## src/sv/cnv3_pkg.sv

```systemverilog
// Shared constants, types and register codes of the 3x3 convolution block.
// Depends on nothing; every other file of the block imports it.
`default_nettype none

package cnv3_pkg;

    localparam int MAX_WIDTH  = 1024;
    localparam int MAX_HEIGHT = 1024;
    localparam int COL_W      = $clog2(MAX_WIDTH);
    localparam int ROW_W      = $clog2(MAX_HEIGHT);

    localparam int PIX_W      = 8;
    localparam int POS_W      = 10;
    localparam int KROW_W     = 24;
    localparam int SCALE_W    = 24;
    localparam int DIM_CFG_W  = 11;
    localparam int CFG_IDX_W  = 3;
    localparam int CFG_DATA_W = 24;

    localparam int TAPS       = 9;
    localparam int PROD_W     = 2 * PIX_W;
    localparam int SUM_W      = PROD_W + 4;
    localparam int FRAC_W     = 16;
    localparam int SCALED_W   = SUM_W + SCALE_W;

    localparam int FIFO_DEPTH = 8;
    localparam int FIFO_AW    = $clog2(FIFO_DEPTH);
    localparam int CREDIT_W   = $clog2(FIFO_DEPTH + 1);

    typedef enum logic [CFG_IDX_W-1:0] {
        REG_KROW_TOP = 3'd0,
        REG_KROW_MID = 3'd1,
        REG_KROW_BOT = 3'd2,
        REG_SCALE    = 3'd3,
        REG_WIDTH    = 3'd4,
        REG_HEIGHT   = 3'd5
    } t_cfg_reg;

    typedef logic [PIX_W-1:0] t_pix;

    typedef struct packed {
        logic [POS_W-1:0] row;
        logic [POS_W-1:0] col;
        logic             last;
    } t_meta;

    typedef struct packed {
        logic [KROW_W-1:0]  krow_top;
        logic [KROW_W-1:0]  krow_mid;
        logic [KROW_W-1:0]  krow_bot;
        logic [SCALE_W-1:0] scale;
        logic [COL_W:0]     width;
        logic [ROW_W:0]     height;
    } t_cfg;

endpackage

`default_nettype wire

```

## src/sv/cnv3_mac.sv

```systemverilog
// Multiply-accumulate and scaling pipeline with the output result queue.
// Depends on cnv3_pkg.
`default_nettype none

module cnv3_mac (
    input  wire logic                        i_clk,
    input  wire logic                        i_rst_n,
    input  wire cnv3_pkg::t_cfg              i_cfg,
    input  wire logic                        i_valid,
    input  wire cnv3_pkg::t_meta             i_meta,
    input  wire cnv3_pkg::t_pix              i_win [cnv3_pkg::TAPS],
    input  wire logic                        i_ready,
    output logic                             o_valid,
    output logic                             o_pop,
    output logic [cnv3_pkg::POS_W-1:0]       o_out_row,
    output logic [cnv3_pkg::POS_W-1:0]       o_out_col,
    output logic [cnv3_pkg::PIX_W-1:0]       o_out_value,
    output logic                             o_last_of_frame
);
    import cnv3_pkg::*;

    logic [KROW_W-1:0]     krows [3];
    t_pix                  kern [TAPS];
    logic [PROD_W-1:0]     r_prod [TAPS];
    logic                  r_s3_valid;
    t_meta                 r_s3_meta;
    logic [SUM_W-1:0]      sum;
    logic [SUM_W-1:0]      r_sum;
    logic                  r_s4_valid;
    t_meta                 r_s4_meta;
    logic [SCALED_W-1:0]   r_scaled;
    logic                  r_s5_valid;
    t_meta                 r_s5_meta;
    t_pix                  sat;
    t_pix                  r_fifo_value [FIFO_DEPTH];
    t_meta                 r_fifo_meta [FIFO_DEPTH];
    logic [FIFO_AW-1:0]    r_wr_ptr;
    logic [FIFO_AW-1:0]    r_rd_ptr;
    logic [CREDIT_W-1:0]   r_count, n_count;

    always_comb begin
        krows[0] = i_cfg.krow_top;
        krows[1] = i_cfg.krow_mid;
        krows[2] = i_cfg.krow_bot;
        for (int i = 0; i < 3; i++) begin
            for (int j = 0; j < 3; j++) begin
                kern[i*3+j] = krows[i][j*PIX_W +: PIX_W];
            end
        end
    end

    always_comb begin
        sum = '0;
        for (int k = 0; k < TAPS; k++) begin
            sum = sum + SUM_W'(r_prod[k]);
        end
    end

    assign sat = (|r_scaled[SCALED_W-1:FRAC_W+PIX_W]) ? {PIX_W{1'b1}}
                                                      : r_scaled[FRAC_W +: PIX_W];

    always_ff @(posedge i_clk) begin
        if (!i_rst_n) begin
            r_s3_valid <= 1'b0;
            r_s4_valid <= 1'b0;
            r_s5_valid <= 1'b0;
        end else begin
            r_s3_valid <= i_valid;
            r_s4_valid <= r_s3_valid;
            r_s5_valid <= r_s4_valid;
        end
    end

    always_ff @(posedge i_clk) begin
        for (int k = 0; k < TAPS; k++) begin
            r_prod[k] <= PROD_W'(kern[k]) * PROD_W'(i_win[k]);
        end
        r_s3_meta <= i_meta;
        r_sum     <= sum;
        r_s4_meta <= r_s3_meta;
        r_scaled  <= SCALED_W'(r_sum) * SCALED_W'(i_cfg.scale);
        r_s5_meta <= r_s4_meta;
        if (r_s5_valid) begin
            r_fifo_value[r_wr_ptr] <= sat;
            r_fifo_meta[r_wr_ptr]  <= r_s5_meta;
        end
    end

    assign o_valid = r_count != '0;
    assign o_pop   = o_valid && i_ready;

    always_comb begin
        n_count = r_count;
        if (r_s5_valid) begin
            n_count = n_count + CREDIT_W'(1);
        end
        if (o_pop) begin
            n_count = n_count - CREDIT_W'(1);
        end
    end

    always_ff @(posedge i_clk) begin
        if (!i_rst_n) begin
            r_wr_ptr <= '0;
            r_rd_ptr <= '0;
            r_count  <= '0;
        end else begin
            r_count <= n_count;
            if (r_s5_valid) begin
                r_wr_ptr <= (r_wr_ptr == FIFO_AW'(FIFO_DEPTH - 1)) ? '0
                                                                   : r_wr_ptr + FIFO_AW'(1);
            end
            if (o_pop) begin
                r_rd_ptr <= (r_rd_ptr == FIFO_AW'(FIFO_DEPTH - 1)) ? '0
                                                                   : r_rd_ptr + FIFO_AW'(1);
            end
        end
    end

    assign o_out_row       = r_fifo_meta[r_rd_ptr].row;
    assign o_out_col       = r_fifo_meta[r_rd_ptr].col;
    assign o_out_value     = r_fifo_value[r_rd_ptr];
    assign o_last_of_frame = r_fifo_meta[r_rd_ptr].last;

    a_no_overflow: assert property (@(posedge i_clk) disable iff (!i_rst_n)
        r_s5_valid |-> (r_count < CREDIT_W'(FIFO_DEPTH)))
        else $error("result queue written while full");

endmodule

`default_nettype wire
```

## config.mk

```make
export PLATFORM = sky130hd
export DESIGN_NAME = cnv3_mac
export DESIGN_NICKNAME = d
export VERILOG_FILES = /design/src/sv/cnv3_pkg.sv /design/src/sv/cnv3_mac.sv
export SDC_FILE = /design/constraint.sdc
export NUM_CORES = 2
export LEC_CHECK = 0
export BUFFER_PORTS_ARGS = -buffer_cell sky130_fd_sc_hd__buf_4
export CAP_MARGIN = 40
export CORE_MARGIN = 2
export CORE_UTILIZATION = 50
export CTS_BUF_LIST = sky130_fd_sc_hd__clkbuf_8 sky130_fd_sc_hd__clkbuf_16
export CTS_CLUSTER_DIAMETER = 80
export DETAILED_ROUTE_END_ITERATION = 12
export GPL_TIMING_DRIVEN = 0
export HOLD_SLACK_MARGIN = 0.12
export PLACE_DENSITY_LB_ADDON = 0.08
export SETUP_SLACK_MARGIN = 0.2
export SLEW_MARGIN = 20
export SYNTH_ARGS = -nofsm -noshare
export SYNTH_HDL_FRONTEND = slang
export SYNTH_SLANG_ARGS = --single-unit
```

## constraint.sdc

```tcl
create_clock -name i_clk -period 8.2 [get_ports i_clk]
set_input_delay 1.64 -clock i_clk [delete_from_list [all_inputs] [get_ports i_clk]]
set_output_delay 1.64 -clock i_clk [all_outputs]
set_load 0.01 [all_outputs]
```

# Word-level counts from Yosys, hierarchy flattened
# Memory sizes are Yosys's and may differ from the RTL's. A register that Yosys moved wholly into a read port is not among the register bits.
# Cells that the tools add are included.
# W data, S select, Z words.
op_classes:
  reduce_logical: 3
  n_mul: 10
  n_addsub: 12
  eq_ne: 2
  muxes: 11
ops:
  columns: ["operator", "count"]
  rows:
  - ["$mul A8 B8 Y16", 9]
  - ["$add A20 B16 Y20", 4]
  - ["$mul A20 B24 Y44", 1]
  - ["$add A19 B16 Y20", 1]
  - ["$reduce_or A20 Y1", 1]
  - ["$add A18 B16 Y19", 1]
  - ["$add A17 B16 Y18", 1]
  - ["$mux W3", 6]
  - ["$add A16 B16 Y17", 1]
  - ["$mux W4", 2]
  - ["$mux W8", 1]
  - ["$add A3 B1 Y3 const B", 2]
  - ["$eq A3 B3 Y1 const B", 2]
  - ["$add A4 B1 Y4 const B", 1]
  - ["$reduce_bool A4 Y1", 1]
  - ["$sub A4 B1 Y4 const B", 1]
  - ["$mux W1", 2]
  - ["$logic_and A1 B1 Y1", 1]
totals:
  regBits: 140
  wordCells: 58
  mem_count: 3
  ramBits: 376
  inputBits: 215
  out_inout_bits: 31
memory_table:
  columns: ["memory", "depth", "word_bits", "read_ports", "rd_ports_with_merged_regs", "wr", "line_no", "rtl"]
  rows:
  - ["r_fifo_meta", 8, 21, 1, 1, 1, "cnv3_mac.sv:36", "t_meta r_fifo_meta [FIFO_DEPTH];"]
  - ["r_prod", 9, 16, 9, 0, 9, "cnv3_mac.sv:24", "logic [PROD_W-1:0] r_prod [TAPS];"]
  - ["r_fifo_value", 8, 8, 1, 1, 1, "cnv3_mac.sv:35", "t_pix r_fifo_value [FIFO_DEPTH];"]

# Logic depth before layout (Yosys ltp)
logic_depth:
  word_depth: 8
  depth_mapped: 25
  depth_no_buf: 24

# Worst setup path after synthesis
# Ideal clock, no wire load.
synth_timing:
  kind: "input port to flip-flop"
  from: "input port i_cfg[32] in the netlist's numbering"
  to: "register r_scaled[37]"
  path_buffers: 1
  required_ns: 8.069
  stages: 24
  setup_time_ns: 0.131
  slack_ns: 0.627
  arrival_ns: 7.443
  cell_sequence: "clkbuf_1 and2_1 fa_1 fa_1 inv_1 fa_1 inv_1 fa_1 inv_1 fa_1 inv_1 fa_1 inv_1 fa_1 inv_1 ha_1 and3_4 and2_4 o21ai_1 a21boi_1 a221o_2 a211oi_2 o31ai_1 xor2_1"
synth_via:
  elab_chain_len: 1
synth_rtl:
  columns: ["element", "line_no", "rtl"]
  rows:
  - ["from (decl)", "cnv3_mac.sv:8", "input wire cnv3_pkg::t_cfg i_cfg,"]
  - ["$mul A20 B24 Y44", "cnv3_mac.sv:81", "r_scaled <= SCALED_W'(r_sum) * SCALED_W'(i_cfg.scale);"]
  - ["to (signal assigned)", "cnv3_mac.sv:81", null]
  - ["to (decl)", "cnv3_mac.sv:31", "logic [SCALED_W-1:0] r_scaled;"]
# Every way passes these cells.
# A chain may end at the register's enable or synchronous reset.

# Worst setup path after layout
layout_timing:
  from: "input port i_cfg[40] in the netlist's numbering"
  to: "register r_scaled[40]"
# The elaborated chain is that of the path after synthesis.

==> impl_metrics.tcl <==
set metrics [dict create \
    outcome "finished, final reports clean" \
    core_area_um2 101600 \
    fmax_mhz 129.0 \
    worstHoldStart "r_s3_meta[12]$_DFF_P_" \
    die_h_um 323.9 \
    post_synth_num_cell_types 71 \
    r2r_cells 24 \
    synth_fp_nets 6376 \
    drcViolationCount 0 \
    std_cell_rows 117 \
    cp_max_fo 10 \
    post-cts-setup-buffers 0 \
    wl_um 125700 \
    dieArea_um2 104900 \
    antenna_found_initial 6 \
    syn_area_um2 51160 \
    ios 246 \
    ant_nets 0 \
    route.met2.wl_um 63880 \
    fp.dieW_um 323.9 \
    worstSetupEndpoint "r_scaled[40]$_DFF_P_" \
    n_fill_cell 9092 \
    dr.pass1.iters 5 \
    clk_pin_slew_ps 60 \
    fin_crit_ps 7752 \
    drtIter0Drc 1846 \
    cts_root_buf "clkbuf_16" \
    place_congestion 0.9256 \
    hold_path_class "register to register" \
    clk_latency_ps 640 \
    layout_commonest_cell "inv_1" \
    clock-skew-final_ps 54.61 \
    num_vias 33720 \
    nets 6656 \
    ys_ff_latch 503 \
    worst_slack_ps 448.4 \
    tightest_slew_ps 860.1 \
    worstReg2RegEnd "r_scaled[37]$_DFF_P_" \
    grt_overflow 0 \
    areaGrowthSynthToFinish_pct 11.24 \
    drt-met1-wl_um 51770 \
    tritoncts "done" \
    cap_violations 0 \
    multi_input_area_um2 34780 \
    antennaDiodeCount 0 \
    r2r-start "r_sum[4]$_DFF_P_" \
    synthArstFlopShare_pct 0 \
    crit_type "input pin to register" \
    cts_num_sinks 503 \
    yosys-top-cells-area "fa_1 32%, edfxtp_1 14%, ha_1 12%" \
    yosys_warnings 0 \
    synth_area_leader_cell "fa_1" \
    setup_violations 0 \
    synth_top_flop_cell "dfxtp_1" \
    slew_headroom_pct 42.66 \
    start_util_pct 50.35 \
    grt_use_total_pct 25.23 \
    dp_slack_ps -368.0 \
    hold_viol_final 0 \
    synth_edf_count 232 \
    fin_crit_sh_pct 94.53 \
    dp.cells 6422 \
    port-buffer-count 193 \
    finalMaxSlewViolations 0 \
    cp-startpoint "i_cfg[40]" \
    final_cells 6526 \
    maxUsedRoutingLayer "met4" \
    wl_met3_um 4900 \
    reg2reg_setup_slack_ps 620 \
    worstPathRequired_ps 8770 \
    viasPerCell 5.168 \
    rsz0062_at_grt "false" \
    start_kind "input pin" \
    htreeDepth 2 \
    dp_hpwl_um 103900 \
    cp-end-kind "register" \
    ys_seq_area_share_pct 24.22 \
    syn_inst 4832 \
    cp.arrival_ps 8320 \
    drive_above_1_share_pct 9.112 \
    yosysTopAreaCellShare_pct 32.28 \
    finish.utilization_pct 56.01 \
    setup_tns_ps 0 \
    wl_per_cell_um 19.27 \
    cts_made_buffers 55 \
    clockBufferDepth 3 \
    regArea_um2 12390 \
    grt_pass1_wl_um 201700 \
    grt_max_degree 20 \
    final_cell_mix "959 x inv_1, 825 x fa_1, 571 x and2_1" \
    grt_pass1_vias 35890 \
    synth.avg_cell_area_um2 10.59 \
]
worst min-delay path by stage:
stage | to | slack, ps | cells after the start
finish | r_s4_meta[12]$_DFF_P_ | 290 | 0
global route | r_s4_meta[12]$_DFF_P_ | 300 | 0
CTS | r_s4_meta[12]$_DFF_P_ | 300 | 0
detailed placement | r_s5_meta[15]$_DFF_P_ | 310 | 0
global placement | r_s5_meta[5]$_DFF_P_ | 310 | 0
floorplan | r_s4_meta[0]$_DFF_P_ | 310 | 0
cells in the mapped netlist (all sizes together) (3+ instances only):
cell type    n
inv        956
fa         825
and2       573
nand2      561
ha         504
dfxtp      271
edfxtp     232
xnor2      128
nor2       124
clkbuf     111
a21oi       88
mux4        58
o21ai       54
nand3       32
nor2b       32
nor3        31
mux2        29
a21o        28
a21boi      24
xor2        14
or3         12
nand2b      11
nand4       11
a31oi        9
o21a         9
or2          9
a41o         8
buf          7
o41a         7
o41ai        7
o21bai       6
o22ai        6
a211oi       5
and3         5
mux2i        5
nor4         5
o31ai        5
a41oi        4
o211ai       3
sequential cells by signal, summed over array words and instances (netlist names), named ones only:
register / flops
r_scaled: 28
r_s4_valid: 1
r_s3_valid: 1
r_s5_valid: 1
r_s5_meta: 21
r_wr_ptr: 3
r_count: 4
r_sum: 20
r_s4_meta: 21
r_rd_ptr: 3
r_fifo_meta: 168
r_s3_meta: 21
r_prod: 144
r_fifo_value: 64
metrics by stage:
step / instance area [µm²] / hold WS, ps
floorplan: 51160 / 309.6
global placement: 54320 / 311.0
detailed placement: 54790 / 312.1
CTS: 56880 / 296.2
global route: 56910 / 302.4
finish: 56910 / 292.7
cells by family (layout without fill, tap and decap cells):
group | after synthesis | after routing | share of synthesized area [%]
and+or+nand+nor | 1411 | 1411 | 13.82
adders and majority gates | 1329 | 1329 | 44.61
buffers and inverters | 1075 | 1401 | 7.902
DFF | 503 | 503 | 24.22
AOI/OAI and AO/OA | 280 | 280 | 3.718
xor gates and xnor gates | 142 | 142 | 2.431
muxes | 92 | 92 | 3.290
critical path: stages:
cell,delay [ps]
clkbuf_1,630
nand2_1,190
fa_1,550
fa_1,520
fa_1,510
inv_1,50
fa_1,580
fa_1,480
fa_1,580
inv_1,70
fa_1,360
inv_1,60
ha_1,290
a21o_2,210
a21o_1,180
a221oi_2,280
o31ai_2,160
o21ai_2,250
a21oi_2,130
or4b_1,510
nand4_1,80
routing by layer:
| layer | vias up | GRT usage (%) |
|---|---|---|
| li1 | 15540 | - |
| met1 | 17220 | 32.34 |
| met2 | 755 | 44.55 |
| met3 | 206 | 2.223 |
| met4 | 0 | 9.270 |
| met5 | - | 0 |
layout make-up:
| class | instances | area share [%] |
|---|---|---|
| multi-input combinational | 3254 | 61.11 |
| sequential | 503 | 21.78 |
| inverter | 957 | 6.312 |
| timing repair buffer | 224 | 3.320 |
| tap | 1368 | 3.008 |
| clock buffer | 65 | 2.680 |
| clock inverter | 38 | 0.9850 |
| buffer | 117 | 0.8091 |
repair_timing:
action                                  4_1_cts  5_1_grt
hold endpoints to repair                      0        0
resized for setup                             0       24
endpoints found under the setup margin        0       11
hold buffers                                  0        0
Power is left out: the tool's default activity adds up to more than one toggle a clock period on the data nets, which glitch-free logic cannot reach.
