`config.mk`:
```
export PLATFORM = sky130hd
export DESIGN_NAME = cnv3_scan
export DESIGN_NICKNAME = d
export VERILOG_FILES = /design/src/sv/cnv3_pkg.sv /design/src/sv/cnv3_scan.sv
export SDC_FILE = /design/constraint.sdc
export NUM_CORES = 1
export LEC_CHECK = 0
export BUFFER_PORTS_ARGS = -buffer_cell sky130_fd_sc_hd__clkbuf_2
export CAP_MARGIN = 25
export CELL_PAD_IN_SITES_DETAIL_PLACEMENT = 0
export CELL_PAD_IN_SITES_GLOBAL_PLACEMENT = 1
export CORE_ASPECT_RATIO = 0.7
export CORE_MARGIN = 2
export CORE_UTILIZATION = 36
export CTS_CLUSTER_SIZE = 25
export DETAILED_ROUTE_END_ITERATION = 10
export PLACE_DENSITY = 0.88
export SYNTH_ARGS = -nofsm -noshare
export SYNTH_HDL_FRONTEND = slang
export SYNTH_SLANG_ARGS = --single-unit
```
`constraint.sdc`:
```
create_clock -name i_clk -period 9 [get_ports i_clk]
set_input_delay 0.45 -clock i_clk [delete_from_list [all_inputs] [get_ports i_clk]]
set_output_delay 0.45 -clock i_clk [all_outputs]
set_load 0.02 [all_outputs]
```
`src/sv/cnv3_pkg.sv`:
```
// Shared constants, types and register codes of the 3x3 convolution block.
// Depends on nothing; every other file of the block imports it.
`default_nettype none

package cnv3_pkg;

    localparam int MAX_WIDTH  = 1024;
    localparam int MAX_HEIGHT = 1024;
    localparam int COL_W      = $clog2(MAX_WIDTH);
    localparam int ROW_W      = $clog2(MAX_HEIGHT);

    localparam int PIX_W      = 8;
    localparam int POS_W      = 10;
    localparam int KROW_W     = 24;
    localparam int SCALE_W    = 24;
    localparam int DIM_CFG_W  = 11;
    localparam int CFG_IDX_W  = 3;
    localparam int CFG_DATA_W = 24;

    localparam int TAPS       = 9;
    localparam int PROD_W     = 2 * PIX_W;
    localparam int SUM_W      = PROD_W + 4;
    localparam int FRAC_W     = 16;
    localparam int SCALED_W   = SUM_W + SCALE_W;

    localparam int FIFO_DEPTH = 8;
    localparam int FIFO_AW    = $clog2(FIFO_DEPTH);
    localparam int CREDIT_W   = $clog2(FIFO_DEPTH + 1);

    typedef enum logic [CFG_IDX_W-1:0] {
        REG_KROW_TOP = 3'd0,
        REG_KROW_MID = 3'd1,
        REG_KROW_BOT = 3'd2,
        REG_SCALE    = 3'd3,
        REG_WIDTH    = 3'd4,
        REG_HEIGHT   = 3'd5
    } t_cfg_reg;

    typedef logic [PIX_W-1:0] t_pix;

    typedef struct packed {
        logic [POS_W-1:0] row;
        logic [POS_W-1:0] col;
        logic             last;
    } t_meta;

    typedef struct packed {
        logic [KROW_W-1:0]  krow_top;
        logic [KROW_W-1:0]  krow_mid;
        logic [KROW_W-1:0]  krow_bot;
        logic [SCALE_W-1:0] scale;
        logic [COL_W:0]     width;
        logic [ROW_W:0]     height;
    } t_cfg;

endpackage

`default_nettype wire

```
`src/sv/cnv3_scan.sv`:
```
// Raster position counters, result credit counter and input handshake.
// Depends on cnv3_pkg.
`default_nettype none

module cnv3_scan (
    input  wire logic                        i_clk,
    input  wire logic                        i_rst_n,
    input  wire cnv3_pkg::t_cfg              i_cfg,
    input  wire logic                        i_valid,
    output logic                             o_ready,
    input  wire logic                        i_pop,
    output logic                             o_acc,
    output logic [cnv3_pkg::COL_W-1:0]       o_addr,
    output logic                             o_emit,
    output cnv3_pkg::t_meta                  o_meta
);
    import cnv3_pkg::*;

    logic [COL_W-1:0]    r_col, n_col;
    logic [ROW_W-1:0]    r_row, n_row;
    logic [CREDIT_W-1:0] r_credit, n_credit;
    logic                col_wrap;
    logic [COL_W-1:0]    c0;
    logic [ROW_W:0]      row_pre;
    logic [ROW_W-1:0]    r0;
    logic [COL_W:0]      col_nx;
    logic [ROW_W:0]      row_nx;

    always_comb begin
        col_wrap = {1'b0, r_col} >= i_cfg.width;
        c0       = col_wrap ? '0 : r_col;
        row_pre  = {1'b0, r_row} + {{ROW_W{1'b0}}, col_wrap};
        r0       = (row_pre >= i_cfg.height) ? '0 : row_pre[ROW_W-1:0];
        col_nx   = {1'b0, c0} + (COL_W+1)'(1);
        row_nx   = {1'b0, r0} + (ROW_W+1)'(1);
        if (col_nx >= i_cfg.width) begin
            n_col = '0;
            n_row = (row_nx >= i_cfg.height) ? '0 : row_nx[ROW_W-1:0];
        end else begin
            n_col = col_nx[COL_W-1:0];
            n_row = r0;
        end
    end

    assign o_ready  = r_credit < CREDIT_W'(FIFO_DEPTH);
    assign o_acc    = i_valid && o_ready;
    assign o_addr   = c0;
    assign o_emit   = (r0 >= ROW_W'(2)) && (c0 >= COL_W'(2));
    assign o_meta.row  = POS_W'(r0 - ROW_W'(1));
    assign o_meta.col  = POS_W'(c0 - COL_W'(1));
    assign o_meta.last = ({1'b0, r0} == i_cfg.height - (ROW_W+1)'(1))
                      && ({1'b0, c0} == i_cfg.width - (COL_W+1)'(1));

    always_comb begin
        n_credit = r_credit;
        if (o_acc && o_emit) begin
            n_credit = n_credit + CREDIT_W'(1);
        end
        if (i_pop) begin
            n_credit = n_credit - CREDIT_W'(1);
        end
    end

    always_ff @(posedge i_clk) begin
        if (!i_rst_n) begin
            r_col    <= '0;
            r_row    <= '0;
            r_credit <= '0;
        end else begin
            r_credit <= n_credit;
            if (o_acc) begin
                r_col <= n_col;
                r_row <= n_row;
            end
        end
    end

    a_credit_bound: assert property (@(posedge i_clk) disable iff (!i_rst_n)
        r_credit <= CREDIT_W'(FIFO_DEPTH))
        else $error("result credit count exceeds queue depth");

    a_credit_take: assert property (@(posedge i_clk) disable iff (!i_rst_n)
        (o_acc && o_emit && !i_pop) |=> (r_credit != '0))
        else $error("accepted interior pixel did not reserve a queue slot");

endmodule

`default_nettype wire

```
-- Yosys cells after proc, flatten, opt, wreduce, memory -nomap -nowiden
Index checks and enable logic that the tools add are counted.
- register bits after elaboration: 24
- output and inout bits: 34
- logic and storage cells: 32
- $add $sub $neg: 9
- $lt $le $gt $ge: 7
- equal/unequal tests: 2
- muxes and demuxes: 7
- reductions and logical operators: 4
- operator list (kind ; count):
    10-bit two-way mux ; 5
    11-bit >= comparator ; 3
    10-bit by 1-bit adder with 11-bit output, second input constant ; 2
    10-bit by 11-bit == test with 1-bit output ; 2
    11-bit by 1-bit subtractor with 11-bit output, second input constant ; 2
    10-bit by 2-bit >= comparator with 1-bit output, second input constant ; 2
    10-bit by 1-bit subtractor with 10-bit output, second input constant ; 2
    10-bit by 1-bit adder with 11-bit output ; 1
    10-bit by 11-bit >= comparator with 1-bit output ; 1
    4-bit two-way mux ; 2
    4-bit by 1-bit adder with 4-bit output, second input constant ; 1
    1-bit logical AND ; 4
    4-bit < comparator, second input constant ; 1
    4-bit by 1-bit subtractor with 4-bit output, second input constant ; 1

-- Longest topological paths before layout
- depth in word-level cells: 10
- gate-level depth with buffers: 35
- depth with buffers taken out: 33

-- Worst setup path after synthesis
Ideal clock, no wire load.
- path type: input -> register
- from: input i_cfg[15] (netlist bit)
- to: register r_row[8]
- library setup time: 0.074 ns
- arrival: 7.233 ns
- required time: 8.926 ns
- slack: 1.693 ns
- cell stages on the path: 35
- buffers on the path: 2
- cell sequence: inv_1 ha_1 a21oi_1 o21ai_0 and2_1 nor2_1 inv_1 buf_1 ha_1 ha_1 nand3_4 o21a_1 nor2_1 inv_1 ha_1 a21oi_1 o21ai_0 a21o_1 a21oi_1 nand2_1 inv_1 ha_1 and2_1 o2111ai_1 or3_1 xnor2_1 nor2_1 ha_1 o211ai_1 o21ai_0 a21oi_1 nor2b_1 clkbuf_1 or3b_1 a31oi_1
- longest elaborated chain between the ends: 8
- elaborated cells on any way between the ends: 11
- RTL lines (element ; line ; RTL):
    start: declaration ; cnv3_scan.sv:8 ; input wire cnv3_pkg::t_cfg i_cfg,
    10-bit by 11-bit >= comparator with 1-bit output ; cnv3_scan.sv:30 ; col_wrap = {1'b0, r_col} >= i_cfg.width;
    10-bit by 1-bit adder with 11-bit output ; cnv3_scan.sv:32 ; row_pre = {1'b0, r_row} + {{ROW_W{1'b0}}, col_wrap};
    11-bit >= comparator ; cnv3_scan.sv:33 ; r0 = (row_pre >= i_cfg.height) ? '0 : row_pre[ROW_W-1:0];
    10-bit two-way mux ; cnv3_scan.sv:33 ;
    10-bit by 1-bit adder with 11-bit output ; cnv3_scan.sv:35 ; row_nx = {1'b0, r0} + (ROW_W+1)'(1);
    11-bit >= comparator ; cnv3_scan.sv:38 ; n_row = (row_nx >= i_cfg.height) ? '0 : row_nx[ROW_W-1:0];
    10-bit two-way mux ; cnv3_scan.sv:38 ;
    10-bit two-way mux (*) ; cnv3_scan.sv:36 ; if (col_nx >= i_cfg.width) begin
    end signal: assignment ; cnv3_scan.sv:73 ; r_row <= n_row;
    end: declaration ; cnv3_scan.sv:20 ; logic [ROW_W-1:0] r_row, n_row;
Mark *: on every way between the ends. The rest lies on a longest branch, timed or not.
A chain may end at the register's enable or synchronous reset.

-- Worst setup path in the final report
- from: register r_col[3]
- to: register r_row[8]
- longest elaborated chain between the ends: 8
- elaborated cells on any way between the ends: 11
- RTL lines (element ; line ; RTL):
    start: declaration ; cnv3_scan.sv:19 ; logic [COL_W-1:0] r_col, n_col;
    start signal: assignment ; cnv3_scan.sv:72 ; r_col <= n_col;
    10-bit by 11-bit >= comparator with 1-bit output ; cnv3_scan.sv:30 ;
    10-bit by 1-bit adder with 11-bit output ; cnv3_scan.sv:32 ;
    11-bit >= comparator ; cnv3_scan.sv:33 ;
    10-bit two-way mux ; cnv3_scan.sv:33 ;
    10-bit by 1-bit adder with 11-bit output ; cnv3_scan.sv:35 ;
    11-bit >= comparator ; cnv3_scan.sv:38 ;
    10-bit two-way mux ; cnv3_scan.sv:38 ;
    10-bit two-way mux (*) ; cnv3_scan.sv:36 ;
Marks and branches as above.

==> flow_summary.yaml <==
sta:
  min_period_over_period_pct: 91.2
  skew_ns: 0.00450
  min_period_ns: 8.21
  finalMaxSlewViolations: 0
  final_hold_slack_ns: 0.487
  fin_setup_tns_ns: 0
  rsz0062_at_grt: "no"
  maxSlewHeadroom_pct: 46.0
  worst_slew_pin_tran_ns: 0.809
  setup_violations: 0
  final_hold_viol_count: 0
  maxClockFrequency_mhz: 122
synth:
  syn_nets: 777
  postSynthAreaPerCell_um2: 7.13
  arithmetic_cell_share_of_the_synthesized_area_counting_full_adders_half_adders_and_majority_gates_pct: 16.4
  synth_compound_gate_area_share_pct: 22.8
  synth_seq_area_share_pct: 11.2
  syn_inst: 599
  synth_top_family_by_area: "simple AND/OR/NAND/NOR gates"
  synth_edf_count: 0
  synthArstFlopShare_pct: 0
  synthesis.area_um2: 4270
  synth_flop_cell: "sky130_fd_sc_hd__dfxtp_1"
  yosys_register_bits: 24
  yosys-mux-area-fraction_pct: 1.41
  synth_xor_area_share_pct: 11.1
  synthesis_warnings: 0
  synth_simple_gate_area_share_pct: 30.0
  synth_cell_types: 74
power:
  p_per_area_nw_per_um2: 115
  clock_power_share_pct: 19.2
  total_leakage_power_nw: 2.25
  total_switching_power_mw: 0.253
  worst_ir_drop_vdd_uv: 69.3
  share_comb_of_total_power_pct: 57.4
  pwr-share-seq_pct: 23.4
  p_int_mw: 0.304
  totalPowerFinal_mw: 0.558
  swShare_pct: 45.4
worst_setup_path:
  critical_path_arrival_ns: 8.40
  timing.critical_path.max_delay_family: "simple AND/OR/NAND/NOR gates"
  crit_path_start_kind: "register"
  critical_path_buf_inv_count: 4
  timing.critical_path.required_ns: 9.19
  path_max_fanout: 14
  cp_slowest_cell: "sky130_fd_sc_hd__dfxtp_1"
  most_prevalent_standard_cell_on_the_critical_path: "sky130_fd_sc_hd__ha_1"
  end_kind: "register"
  critical_path.max_stage_delay_ns: 0.64
  crit_type: "reg2reg"
clocking:
  cell_chosen_for_the_clock_root: "sky130_fd_sc_hd__clkbuf_16"
  clk_pin_slew_worst_paths_ns: 0.07
  ctsResizeCount: 0
  clock_insertion_delay_worst_skew_ns: 0.26
  cts_tree: "yes"
  post_cts_buffers: 0
  cts-root-to-sink-buffers: 2
  cts_inserted_buffers: 3
  cts-htree-levels: 1
  cts_hold_buffers: 0
  clock-sinks: 24
route:
  vias: 4642
  wl_per_cell_um: 17.0
  total_routed_wirelength_um: 13600
  via_per_inst: 5.80
  first_iter_violations: 303
  dr.pass1.iters: 5
  detail_route.drc_violations: 0
  antenna_violating_nets_post_route: 0
final_layout:
  num-nets-final: 822
  post_route_cells_drive_above_1_share_pct: 14.5
  finalCoreUtilization_pct: 41.5
  layout_area_overhead_pct: 13.0
  count_of_non_filler_cells_in_the_finished_layout: 800
  antennaDiodeCount: 0
  ff_latch_area_um2: 480
  multi_input_area_um2: 3490
  fillers: 1240
global_route:
  grt_first_pass_wirelength_um: 21800
  total_global_routing_overflow: 0
  grtUsageTotal_pct: 21.2
  via_count_of_the_first_global_routing_pass: 4269
  maximum_number_of_pins_on_one_net_before_global_route_repair: 24
  grt_antenna_before_repair: 0
placed_design:
  dp_hpwl_um: 10900
  numPlacedInstances: 796
  portBuffers: 59
  gp_congestion: 0.937
job:
  maxCapViolations: 0
hold_path:
  worst_hold_path_type: "reg2reg"
floorplan:
  die_width_um: 134
  row_count: 33
  placeable_core_region_um2: 11600
  fp.dieH_um: 95.1
  pin_count: 156
  full_die_area_um2: 12800
  initial_utilization_pct: 36.7
run_status:
  outcome: "finished clean"
-- routing by layer --
metal	track usage [%]	part of all wire [%]	up-vias
met5	0	0	-
met4	2.46	0.43	0
met3	2.34	5.6	6
met2	31.8	40	152
met1	33.2	54	2206
li1	-	-	2278
-- registers in the layout, summed over array words and instances (netlist names) --
register and count:
r_credit 4, r_row 10, r_col 10
-- synthesized netlist by cell type, drive strengths merged, types with 4 or more instances --
master | n | area (um2)
a211oi | 4 | 30.0
a2111oi | 4 | 61.3
ha | 56 | 701
nor4 | 11 | 105
xor2 | 13 | 114
a221oi | 9 | 85.1
nand4 | 11 | 68.8
o2111ai | 4 | 35.0
xnor2 | 36 | 315
mux2i | 6 | 60.1
nor2b | 7 | 43.8
a21oi | 42 | 210
nor3 | 19 | 95.1
nor2 | 47 | 176
nand3 | 23 | 133
and3 | 16 | 100
o211ai | 5 | 37.5
and4 | 4 | 36.3
o21ai | 24 | 120
and2 | 8 | 50.1
or4 | 5 | 41.3
clkbuf | 26 | 98.8
nand2b | 7 | 51.3
a31oi | 10 | 62.6
a21o | 5 | 37.5
o21a | 7 | 52.6
inv | 46 | 173
dfxtp | 24 | 480
buf | 7 | 30.0
or3 | 5 | 31.3
nand2 | 66 | 248
-- layout make-up --
class | instances | area share, %
Clock buffer | 4 | 1.84
Inverter | 46 | 3.58
Multi-Input combinational cell | 496 | 72.3
Sequential cell | 24 | 9.95
Tap cell | 157 | 4.07
Timing Repair Buffer | 73 | 8.29
-- metrics by stage --
stage          worst slack (ns)  area (um2)
6_report                  0.791        4830
5_1_grt                   0.148        4830
4_1_cts                   0.914        4830
3_5_place_dp              0.782        4740
3_3_place_gp              0.939        4740
2_1_floorplan              1.69        4270
-- cell usage in the layout (no fill, tap or decap), types with 19 or more instances in the layout --
master and instances:
sky130_fd_sc_hd__nor2_1 47, sky130_fd_sc_hd__ha_1 56, sky130_fd_sc_hd__inv_1 45, sky130_fd_sc_hd__nand3_1 21, sky130_fd_sc_hd__xnor2_1 36, sky130_fd_sc_hd__o21ai_0 24, sky130_fd_sc_hd__nor3_1 19, sky130_fd_sc_hd__nand2_1 66
sky130_fd_sc_hd__clkbuf_2 59, sky130_fd_sc_hd__dfxtp_1 24, sky130_fd_sc_hd__a21oi_1 42
-- path summary, 6_finish.rpt --
check / from / endpoint / slack, ns / cells past startpoint
worst max-delay path: r_col[3] / r_row[8] / 0.79 / 32
worst min-delay path: r_credit[3] / r_credit[3] / 0.49 / 1
worst max register to register: r_col[3] / r_row[8] / 0.79 / 32
worst min register to register: r_credit[3] / r_credit[3] / 0.49 / 1
-- power groups by stage --
stage                     Combinational (mW)  Clock [mW]  Sequential, mW
after floorplan                        0.228           0           0.128
after global routing                   0.352       0.113           0.132
final                                  0.320       0.107           0.130
after detailed placement               0.318           0           0.132
after global placement                 0.311           0           0.131
after CTS                              0.319       0.109           0.130
-- kinds of logic (layout without fill, tap and decap cells) --
| kind of cell | after synthesis | in the layout |
|---|---|---|
| buffers and inverters | 79 | 123 |
| XOR/XNOR | 51 | 51 |
| AND/OR/NAND/NOR | 241 | 241 |
| adder cells (fa/ha/maj) | 56 | 56 |
| multiplexers | 6 | 6 |
| AO/OA/AOI/OAI | 142 | 142 |
| flip-flops | 24 | 24 |
No activity file was read; power rests on OpenSTA's default activity.
